## src/design/first_fit_free_list_allocator_core_assert.svh

```systemverilog
// ----------------------------------------------------------------------------
// Assertion macros for the free-list allocator
// Shared property forms, clocked on clk and disabled while rst_n is low.
// ----------------------------------------------------------------------------
`ifndef FIRST_FIT_FREE_LIST_ALLOCATOR_CORE_ASSERT_SVH
`define FIRST_FIT_FREE_LIST_ALLOCATOR_CORE_ASSERT_SVH

// The condition never holds.
`define FFA_ASSERT_NEVER(name, cond) \
    name: assert property (@(posedge clk) disable iff (!rst_n) !(cond)) \
        else $error("allocator assertion failed");

// The antecedent implies the consequent in the same cycle.
`define FFA_ASSERT_IMPLIES(name, ante, cons) \
    name: assert property (@(posedge clk) disable iff (!rst_n) (ante) |-> (cons)) \
        else $error("allocator assertion failed");

// The antecedent implies the consequent in the next cycle.
`define FFA_ASSERT_NEXT(name, ante, cons) \
    name: assert property (@(posedge clk) disable iff (!rst_n) (ante) |=> (cons)) \
        else $error("allocator assertion failed");

`endif

```

## src/design/ffa_pkg.sv

```systemverilog
// ----------------------------------------------------------------------------
// ffa_pkg
// Types and constants shared by the free-list allocator modules.
// ----------------------------------------------------------------------------
package ffa_pkg;

    localparam int POOL_BYTES_DEF   = 4096;
    localparam int HEADER_BYTES_DEF = 16;

    localparam int OPCODE_W  = 1;
    localparam int REQ_W     = 13;
    localparam int UOFF_W    = 12;
    localparam int STATUS_W  = 2;
    localparam int GRANT_W   = 12;

    localparam logic [OPCODE_W-1:0] OP_ALLOC = 1'b0;
    localparam logic [OPCODE_W-1:0] OP_FREE  = 1'b1;

    localparam logic [STATUS_W-1:0] ST_OK      = 2'd0;
    localparam logic [STATUS_W-1:0] ST_IGNORED = 2'd1;
    localparam logic [STATUS_W-1:0] ST_NOFIT   = 2'd2;

    typedef struct packed {
        logic rd_en;
        logic sz_we;
        logic nx_we;
    } mem_ctl_t;

endpackage

```

## src/design/ffa_ctrl.sv

```systemverilog
// ----------------------------------------------------------------------------
// ffa_ctrl
// Request sequencer: first-fit walk with split, address-ordered insert and a
// coalescing pass, one header read per cycle.
// ----------------------------------------------------------------------------
`include "first_fit_free_list_allocator_core_assert.svh"

module ffa_ctrl #(
    parameter int POOL_BYTES   = ffa_pkg::POOL_BYTES_DEF,
    parameter int HEADER_BYTES = ffa_pkg::HEADER_BYTES_DEF,
    parameter int AW = $clog2(POOL_BYTES),
    parameter int LW = AW + 1
) (
    input  logic                          clk,
    input  logic                          rst_n,
    input  logic                          in_valid,
    output logic                          in_ready,
    input  logic [ffa_pkg::OPCODE_W-1:0]  opcode,
    input  logic [ffa_pkg::REQ_W-1:0]     request_bytes,
    input  logic [ffa_pkg::UOFF_W-1:0]    user_offset,
    output logic                          res_valid,
    input  logic                          res_ready,
    output logic [ffa_pkg::STATUS_W-1:0]  res_status,
    output logic [ffa_pkg::GRANT_W-1:0]   res_granted,
    output ffa_pkg::mem_ctl_t             ctl,
    output logic [AW-1:0]                 rd_addr,
    output logic [AW-1:0]                 sz_waddr,
    output logic [LW-1:0]                 sz_wdata,
    output logic [AW-1:0]                 nx_waddr,
    output logic [LW-1:0]                 nx_wdata,
    input  logic [LW-1:0]                 rd_size,
    input  logic [LW-1:0]                 rd_link
);
    import ffa_pkg::*;

    localparam int TW = ((LW > REQ_W) ? LW : REQ_W) + 1;
    localparam int CW = LW + 2;
    localparam logic [LW-1:0] END_MARK = LW'(POOL_BYTES);
    localparam logic [TW-1:0] END_T    = TW'(POOL_BYTES);
    localparam logic [TW-1:0] HDR_T    = TW'(HEADER_BYTES);
    localparam logic [CW-1:0] WALK_LIM = CW'(2 * POOL_BYTES + 2);

    typedef enum logic [7:0] {
        S_IDLE   = 8'b0000_0001,
        S_AWAIT  = 8'b0000_0010,
        S_ASPLIT = 8'b0000_0100,
        S_FWALK  = 8'b0000_1000,
        S_FLINK  = 8'b0001_0000,
        S_CSTART = 8'b0010_0000,
        S_CWALK  = 8'b0100_0000,
        S_DONE   = 8'b1000_0000
    } state_t;

    state_t              state_reg, state_next;
    logic [LW-1:0]       head_reg, head_next;
    logic [LW-1:0]       cur_reg, cur_next;
    logic [LW-1:0]       prev_reg, prev_next;
    logic [AW-1:0]       blk_reg, blk_next;
    logic [AW-1:0]       nf_reg, nf_next;
    logic [TW-1:0]       total_reg, total_next;
    logic [CW-1:0]       n_reg, n_next;
    logic [LW-1:0]       csize_reg, csize_next;
    logic [LW-1:0]       clink_reg, clink_next;
    logic [STATUS_W-1:0] status_reg, status_next;
    logic [GRANT_W-1:0]  granted_reg, granted_next;

    logic                in_fire;
    logic [TW-1:0]       blk_w;
    logic [TW-1:0]       head_w;
    logic [TW-1:0]       rem_w;
    logic [TW:0]         split_end;
    logic [TW-1:0]       grant_w;
    logic [LW:0]         cur_end;
    logic [LW:0]         merged_w;
    logic [LW-1:0]       merged;
    logic [CW-1:0]       n_inc;
    logic [LW-1:0]       new_link;

    assign in_fire   = in_valid && in_ready;
    assign in_ready  = (state_reg == S_IDLE);
    assign res_valid = (state_reg == S_DONE) && res_ready;
    assign res_status  = status_reg;
    assign res_granted = granted_reg;

    assign blk_w     = TW'(user_offset) - HDR_T;
    assign head_w    = TW'(head_reg);
    assign rem_w     = TW'(rd_size) - total_reg;
    assign split_end = (TW + 1)'(cur_reg) + (TW + 1)'(total_reg);
    assign grant_w   = TW'(cur_reg) + HDR_T;
    assign cur_end   = (LW + 1)'(cur_reg) + (LW + 1)'(csize_reg);
    assign merged_w  = (LW + 1)'(csize_reg) + (LW + 1)'(rd_size);
    assign merged    = (merged_w > (LW + 1)'(POOL_BYTES)) ? END_MARK : merged_w[LW-1:0];
    assign n_inc     = n_reg + CW'(1);
    assign new_link  = (cur_end == (LW + 1)'(clink_reg)) ? rd_link : rd_link;

    always_comb
    begin
        state_next   = state_reg;
        head_next    = head_reg;
        cur_next     = cur_reg;
        prev_next    = prev_reg;
        blk_next     = blk_reg;
        nf_next      = nf_reg;
        total_next   = total_reg;
        n_next       = n_reg;
        csize_next   = csize_reg;
        clink_next   = clink_reg;
        status_next  = status_reg;
        granted_next = granted_reg;
        ctl          = '0;
        rd_addr      = '0;
        sz_waddr     = '0;
        sz_wdata     = '0;
        nx_waddr     = '0;
        nx_wdata     = '0;

        case (state_reg)
            S_IDLE:
            begin
                if (in_fire)
                begin
                    granted_next = '0;
                    n_next       = '0;
                    if (opcode == OP_ALLOC)
                    begin
                        total_next = TW'(request_bytes) + HDR_T;
                        prev_next  = END_MARK;
                        cur_next   = head_reg;
                        if (request_bytes == '0)
                        begin
                            status_next = ST_IGNORED;
                            state_next  = S_DONE;
                        end
                        else if (head_reg >= END_MARK)
                        begin
                            status_next = ST_NOFIT;
                            state_next  = S_DONE;
                        end
                        else
                        begin
                            ctl.rd_en  = 1'b1;
                            rd_addr    = head_reg[AW-1:0];
                            state_next = S_AWAIT;
                        end
                    end
                    else if (TW'(user_offset) < HDR_T || blk_w >= END_T || blk_w == head_w)
                    begin
                        status_next = ST_IGNORED;
                        state_next  = S_DONE;
                    end
                    else if (blk_w < head_w)
                    begin
                        ctl.nx_we  = 1'b1;
                        nx_waddr   = blk_w[AW-1:0];
                        nx_wdata   = head_reg;
                        head_next  = LW'(blk_w);
                        state_next = S_CSTART;
                    end
                    else
                    begin
                        blk_next   = blk_w[AW-1:0];
                        cur_next   = head_reg;
                        ctl.rd_en  = 1'b1;
                        rd_addr    = head_reg[AW-1:0];
                        state_next = S_FWALK;
                    end
                end
            end
            S_AWAIT:
            begin
                if (TW'(rd_size) >= total_reg)
                begin
                    status_next  = ST_OK;
                    granted_next = grant_w[GRANT_W-1:0];
                    if (rem_w >= HDR_T && split_end < (TW + 1)'(POOL_BYTES))
                    begin
                        nf_next    = split_end[AW-1:0];
                        ctl.sz_we  = 1'b1;
                        sz_waddr   = split_end[AW-1:0];
                        sz_wdata   = rem_w[LW-1:0];
                        ctl.nx_we  = 1'b1;
                        nx_waddr   = split_end[AW-1:0];
                        nx_wdata   = rd_link;
                        state_next = S_ASPLIT;
                    end
                    else
                    begin
                        if (prev_reg < END_MARK)
                        begin
                            ctl.nx_we = 1'b1;
                            nx_waddr  = prev_reg[AW-1:0];
                            nx_wdata  = rd_link;
                        end
                        else
                        begin
                            head_next = rd_link;
                        end
                        state_next = S_DONE;
                    end
                end
                else
                begin
                    prev_next = cur_reg;
                    cur_next  = rd_link;
                    n_next    = n_inc;
                    if (n_inc >= WALK_LIM || rd_link >= END_MARK)
                    begin
                        status_next = ST_NOFIT;
                        state_next  = S_DONE;
                    end
                    else
                    begin
                        ctl.rd_en = 1'b1;
                        rd_addr   = rd_link[AW-1:0];
                    end
                end
            end
            S_ASPLIT:
            begin
                if (prev_reg < END_MARK)
                begin
                    ctl.nx_we = 1'b1;
                    nx_waddr  = prev_reg[AW-1:0];
                    nx_wdata  = LW'(nf_reg);
                end
                else
                begin
                    head_next = LW'(nf_reg);
                end
                ctl.sz_we  = 1'b1;
                sz_waddr   = cur_reg[AW-1:0];
                sz_wdata   = total_reg[LW-1:0];
                state_next = S_DONE;
            end
            S_FWALK:
            begin
                if (n_reg < WALK_LIM && rd_link < LW'(blk_reg))
                begin
                    cur_next  = rd_link;
                    n_next    = n_inc;
                    ctl.rd_en = 1'b1;
                    rd_addr   = rd_link[AW-1:0];
                end
                else if (rd_link == LW'(blk_reg))
                begin
                    status_next = ST_IGNORED;
                    state_next  = S_DONE;
                end
                else
                begin
                    ctl.nx_we  = 1'b1;
                    nx_waddr   = blk_reg;
                    nx_wdata   = rd_link;
                    state_next = S_FLINK;
                end
            end
            S_FLINK:
            begin
                ctl.nx_we  = 1'b1;
                nx_waddr   = cur_reg[AW-1:0];
                nx_wdata   = LW'(blk_reg);
                state_next = S_CSTART;
            end
            S_CSTART:
            begin
                n_next   = '0;
                cur_next = head_reg;
                if (head_reg >= END_MARK)
                begin
                    status_next = ST_OK;
                    state_next  = S_DONE;
                end
                else
                begin
                    csize_next = '0;
                    clink_next = head_reg;
                    cur_next   = head_reg;
                    ctl.rd_en  = 1'b1;
                    rd_addr    = head_reg[AW-1:0];
                    state_next = S_CWALK;
                end
            end
            S_CWALK:
            begin
                // The first pass through only loads the head block.
                if (cur_end == (LW + 1)'(clink_reg) && csize_reg != '0)
                begin
                    ctl.sz_we  = 1'b1;
                    sz_waddr   = cur_reg[AW-1:0];
                    sz_wdata   = merged;
                    ctl.nx_we  = 1'b1;
                    nx_waddr   = cur_reg[AW-1:0];
                    nx_wdata   = new_link;
                    csize_next = merged;
                    n_next     = n_inc;
                end
                else
                begin
                    cur_next   = clink_reg;
                    csize_next = rd_size;
                    if (csize_reg != '0)
                    begin
                        n_next = n_inc;
                    end
                end
                clink_next = new_link;
                if (n_next >= WALK_LIM || new_link >= END_MARK)
                begin
                    status_next = ST_OK;
                    state_next  = S_DONE;
                end
                else
                begin
                    ctl.rd_en = 1'b1;
                    rd_addr   = new_link[AW-1:0];
                end
            end
            S_DONE:
            begin
                if (res_ready)
                begin
                    state_next = S_IDLE;
                end
            end
            default:
            begin
                state_next = S_IDLE;
            end
        endcase
    end

    always_ff @(posedge clk or negedge rst_n)
    begin
        if (!rst_n)
        begin
            state_reg <= S_IDLE;
            head_reg  <= '0;
        end
        else
        begin
            state_reg <= state_next;
            head_reg  <= head_next;
        end
    end

    always_ff @(posedge clk)
    begin
        cur_reg     <= cur_next;
        prev_reg    <= prev_next;
        blk_reg     <= blk_next;
        nf_reg      <= nf_next;
        total_reg   <= total_next;
        n_reg       <= n_next;
        csize_reg   <= csize_next;
        clink_reg   <= clink_next;
        status_reg  <= status_next;
        granted_reg <= granted_next;
    end

    `FFA_ASSERT_NEXT(a_accept_leaves_idle, in_fire, state_reg != S_IDLE)
    `FFA_ASSERT_NEVER(a_no_idle_write, (state_reg == S_IDLE) && !in_fire && (ctl.sz_we || ctl.nx_we))
    `FFA_ASSERT_IMPLIES(a_grant_only_ok, res_valid && res_status != ST_OK, res_granted == '0)
    `FFA_ASSERT_NEVER(a_no_read_when_done, (state_reg == S_DONE) && ctl.rd_en)
endmodule
```

## config.mk

```make
export PLATFORM = sky130hd
export DESIGN_NAME = ffa_ctrl
export DESIGN_NICKNAME = d
export VERILOG_FILES = /design/src/design/ffa_pkg.sv /design/src/design/ffa_ctrl.sv
export VERILOG_INCLUDE_DIRS = /design/src /design/src/design
export SDC_FILE = /design/constraint.sdc
export NUM_CORES = 1
export LEC_CHECK = 0
export BUFFER_PORTS_ARGS = -buffer_cell sky130_fd_sc_hd__buf_2
export CORE_UTILIZATION = 51
export DETAILED_ROUTE_END_ITERATION = 10
export PLACE_DENSITY = 0.73
export SLEW_MARGIN = 5
export SYNTH_ARGS = -nofsm -noshare
export SYNTH_HDL_FRONTEND = slang
export SYNTH_SLANG_ARGS = --single-unit
```

## constraint.sdc

```tcl
create_clock -name clk -period 4.59 [get_ports clk]
set_input_delay 0.2295 -clock clk [delete_from_list [all_inputs] [get_ports clk]]
set_output_delay 0.2295 -clock clk [all_outputs]
set_load 0.02 [all_outputs]
```

==> results.txt <==
----------------------------------------------------
[Timing]
  Total Neg Setup Slack ... 0 ns
  Post-layout minimum cycle time ... 4.45 ns
  Transition time of the tightest slew-check pin ... 1.14 ns
  Final count of negative-setup-slack endpoints ... 0
  Final hold violations ... 0
  Hold slack final ... 0.0379 ns
  Clock tree skew after final layout ... 0.0152 ns
  Maximum operating frequency ... 225 MHz
  Max-slew violation count ... 0
  Relative slew slack ... 23.6%
  Final cycle utilization of the critical path ... 97.0%

[Layout]
  Total area of sequential cells ... 4100 µm²
  Multi-input gate area in the final layout ... 7510 µm²
  Share of post-route cells with drive strength above 1 ... 19.1%
  Area overhead of the layout relative to synthesis ... 17.2%
  Non-filler instance count after layout ... 1802
  Final net count ... 1617
  Filler instances ... 2010
  Number of flip-flops in the largest register ... 15
  Final cell utilization of the core ... 61.5%

[Pwr]
  Clock share of power ... 16.5%
  Share of total power consumed by net switching ... 47.5%
  Static Leakage ... 5.85 nW
  Comb pwr share ... 53.4%
  Total power density per cell area ... 575 nW/µm²
  Int Pwr ... 4.25 mW
  Sw Pwr ... 3.84 mW
  Portion of total power attributed to sequential cells ... 30.1%
  Peak supply drop ... 342 µV

[Setup path]
  Required time worst endpoint ... 4.36 ns
  Cell class contributing the biggest share of worst-path delay ... simple AND/OR/NAND/NOR gates
  Worst reg2reg path startpoint ... cur_reg[0]
  Arrival time at the worst endpoint ... 4.22 ns
  Peak fanout along the critical path ... 13
  Crit-path cells ... ha_1 > inv_1 > fa_2 > a211oi_2 > o21ai_2 > o211a_1 > or3_1 > or4b_4 > or3_4 > buf_4 > a31oi_1 > o221ai_1 > buf_2
  Crit path max-delay cell type ... sky130_fd_sc_hd__or4b_4
  CP startpoint kind ... flip-flop
  CP Class ... reg2out
  CP Capture Type ... primary output
  Number of cells on the worst reg-to-reg path ... 10
  Critical path buffers and inverters ... 3
  Worst r2r dst ... csize_reg[10]
  Biggest cell delay along the critical path ... 0.60 ns
  FF-to-FF setup slack ... 0.57 ns

[Floorplanning]
  Number of placed I/O pins ... 137
  Chip width ... 155 µm
  Effective utilization at floorplan ... 52.5%
  Number of cell rows ... 55
  Die height ... 155 µm
  DIE AREA ... 24100 µm²
  Placeable core region ... 22800 µm²

[Clock tree]
  Reg clk slew, reported paths ... 0.06 ns
  Number of levels the H-tree was split into ... 4
  Number of buffers created by CTS ... 17
  Clock root cell ... sky130_fd_sc_hd__clkbuf_16
  Number of clock sinks seen by CTS ... 140
  Clock Latency Late Sink ... 0.43 ns
  TritonCTS clock tree ... yes
  Maximum count of clock buffers along a single path ... 2

[Hold path]
  Hold/Removal Path Class ... in2reg
  Hold Path Cell Cnt ... 1
  Worst Hold End ... total_reg[0]
  Start point of the worst hold path ... request_bytes[0]

[Global routing]
  Overall track demand over capacity in global routing ... 36.8%
  Antenna violations before repair ... 1
  Pin count of the biggest net entering global routing ... 27
  Vias in the first global route ... 11.3k
  Final global-route overflow total ... 0
  Wire length of the first global-routing pass ... 66.8 mm

[Flow run]
  Maxcap violations ... 0

[Route]
  Wire per inst ... 24.7 µm
  Post-route ant nets ... 0
  Residual DRC ... 0
  DRC violation total after the first TritonRoute iteration ... 1493
  Post-DR vias/cell ... 6.74
  Pre-antenna DRT Iters ... 6
  Total number of vias ... 12.1k
  Final WL ... 44.4 mm

[Yosys]
  Post-synthesis cell type count ... 84
  Sequential area share after synthesis ... 34.2%
  Syn nets ... 1469
  Most frequently used flop master after synthesis ... sky130_fd_sc_hd__edfxtp_1
  Synthesized area divided by synthesized cell count ... 9.03 µm²
  Fraction of registers with async set or reset after synthesis ... 15.0%
  Yosys warnings ... 0
  Library cell with the highest instance count after synthesis ... sky130_fd_sc_hd__edfxtp_1
  Library cell occupying the most area in the post-synthesis netlist ... sky130_fd_sc_hd__edfxtp_1
  Share of the synthesized area in the top cell type ... 29.8%
  Cell area after synthesis ... 12000 µm²
  Syn Inst Count ... 1327
  Synth cell count leaders ... 119 x sky130_fd_sc_hd__edfxtp_1, 90 x sky130_fd_sc_hd__nand2_1, 82 x sky130_fd_sc_hd__ha_1
  Synthesis-stage register bit count ... 140
  Cell types occupying the most area after synthesis ... sky130_fd_sc_hd__edfxtp_1 30%, sky130_fd_sc_hd__ha_1 8.6%, sky130_fd_sc_hd__dfrtp_1 4.2%
  Number of enable flip-flop cells after synthesis ... 119

[Status]
  Result of the run ... finished clean

[Place]
  Number of I/O port buffers ... 136
  Placed Cells incl. Taps ... 1761
  Final HPWL DP ... 34.4 mm
  Routability congestion estimate from global placement ... 0.995

----------------------------------------------------
## per-stage QoR
step	power, mW	instance area (µm²)	setup slack [ns]
after floorplan	5.07	12000	0.214
after global placement	6.51	13200	0.197
after detailed placement	6.53	13200	0.139
after CTS	7.91	13900	0.00244
after global routing	8.50	14100	-0.0373
final	8.08	14100	0.139
## power by group through the flow
| stage | Sequential [mW] | Clock, mW | Combinational [mW] |
|---|---|---|---|
| floorplan | 2.26 | 0 | 2.81 |
| global placement | 2.41 | 0 | 4.10 |
| detailed placement | 2.42 | 0 | 4.12 |
| CTS | 2.40 | 1.34 | 4.16 |
| global route | 2.46 | 1.39 | 4.64 |
| finish | 2.43 | 1.33 | 4.32 |
## final cells by class
class / instances / area share [%]
multi-input combinational: 1037 / 53.4
sequential: 140 / 29.2
timing repair buffer: 200 / 8.55
clock buffer: 19 / 3.08
tap: 313 / 2.79
inverter: 79 / 2.11
clock inverter: 13 / 0.846
antenna: 1 / 0.0178
## cells by family after synthesis
group / after synthesis / synth area share [%]
mux: 20 / 1.70
compound gates: 433 / 26.1
flops: 140 / 34.2
xor+xnor: 65 / 4.75
simple gates: 433 / 19.3
buf+inv: 150 / 4.79
fa+ha+maj: 86 / 9.23
## per-layer routing
metal | up-vias | track usage [%] | part of all wire (%)
met5 | - | 0 | 0
met4 | 0 | 15.5 | 3.9
met3 | 94 | 6.27 | 12
met2 | 844 | 56.1 | 44
met1 | 5736 | 51.6 | 40
li1 | 5464 | - | -
## cells in the final DEF, fill, tap and decap left out, types with 6 or more instances in the layout
cell                        count
sky130_fd_sc_hd__nor4_1        13
sky130_fd_sc_hd__o2111ai_1     13
sky130_fd_sc_hd__nor3_1        34
sky130_fd_sc_hd__nand4_1       30
sky130_fd_sc_hd__a32o_1         8
sky130_fd_sc_hd__a22o_1        52
sky130_fd_sc_hd__a21o_1        14
sky130_fd_sc_hd__mux2i_1       17
sky130_fd_sc_hd__nand2_1       89
sky130_fd_sc_hd__edfxtp_1     119
sky130_fd_sc_hd__nand2b_1      16
sky130_fd_sc_hd__nor2b_1       25
sky130_fd_sc_hd__xnor2_1       40
sky130_fd_sc_hd__o21ai_0       56
sky130_fd_sc_hd__inv_1         78
sky130_fd_sc_hd__nand3_1       59
sky130_fd_sc_hd__a211o_1        6
sky130_fd_sc_hd__or2_2          9
sky130_fd_sc_hd__o31ai_1       23
sky130_fd_sc_hd__a221oi_1      15
sky130_fd_sc_hd__dfrtp_1       20
sky130_fd_sc_hd__or3_1         10
sky130_fd_sc_hd__a311oi_1      11
sky130_fd_sc_hd__ha_1          82
sky130_fd_sc_hd__xor2_1        25
sky130_fd_sc_hd__a21oi_1       78
sky130_fd_sc_hd__and3_1        10
sky130_fd_sc_hd__and2_1        14
sky130_fd_sc_hd__nor2_1        70
sky130_fd_sc_hd__a22oi_1       19
sky130_fd_sc_hd__a31oi_1       21
sky130_fd_sc_hd__o21a_1        17
sky130_fd_sc_hd__o211ai_1       6
sky130_fd_sc_hd__nand3b_1       9
sky130_fd_sc_hd__and4_1         6
sky130_fd_sc_hd__buf_2        134
sky130_fd_sc_hd__clkbuf_16     17
sky130_fd_sc_hd__a211oi_1      17
sky130_fd_sc_hd__buf_4         60
## what timing repair did
item                                    in CTS  in global routing
endpoints found under the setup margin      42                 57
setup buffers                                0                  4
gates resized for setup                      6                 28
cloned                                       0                  0
hold buffers                                 4                  0
endpoints found under the hold margin       23                  0
pin swaps                                    0                  4
## worst max-delay path by stage
stage,from,to,slack (ns),depth (start not counted)
after global routing,cur_reg[0],sz_wdata[4],-0.04,12
after CTS,total_reg[0],nx_wdata[1],0.002,12
after detailed placement,cur_reg[0],sz_wdata[10],0.14,11
after global placement,cur_reg[0],sz_wdata[10],0.20,11
final,total_reg[0],nx_waddr[7],0.14,13
after floorplan,state_reg[3],cur_reg[0],0.21,5
Power figures use the tool's default switching activity.
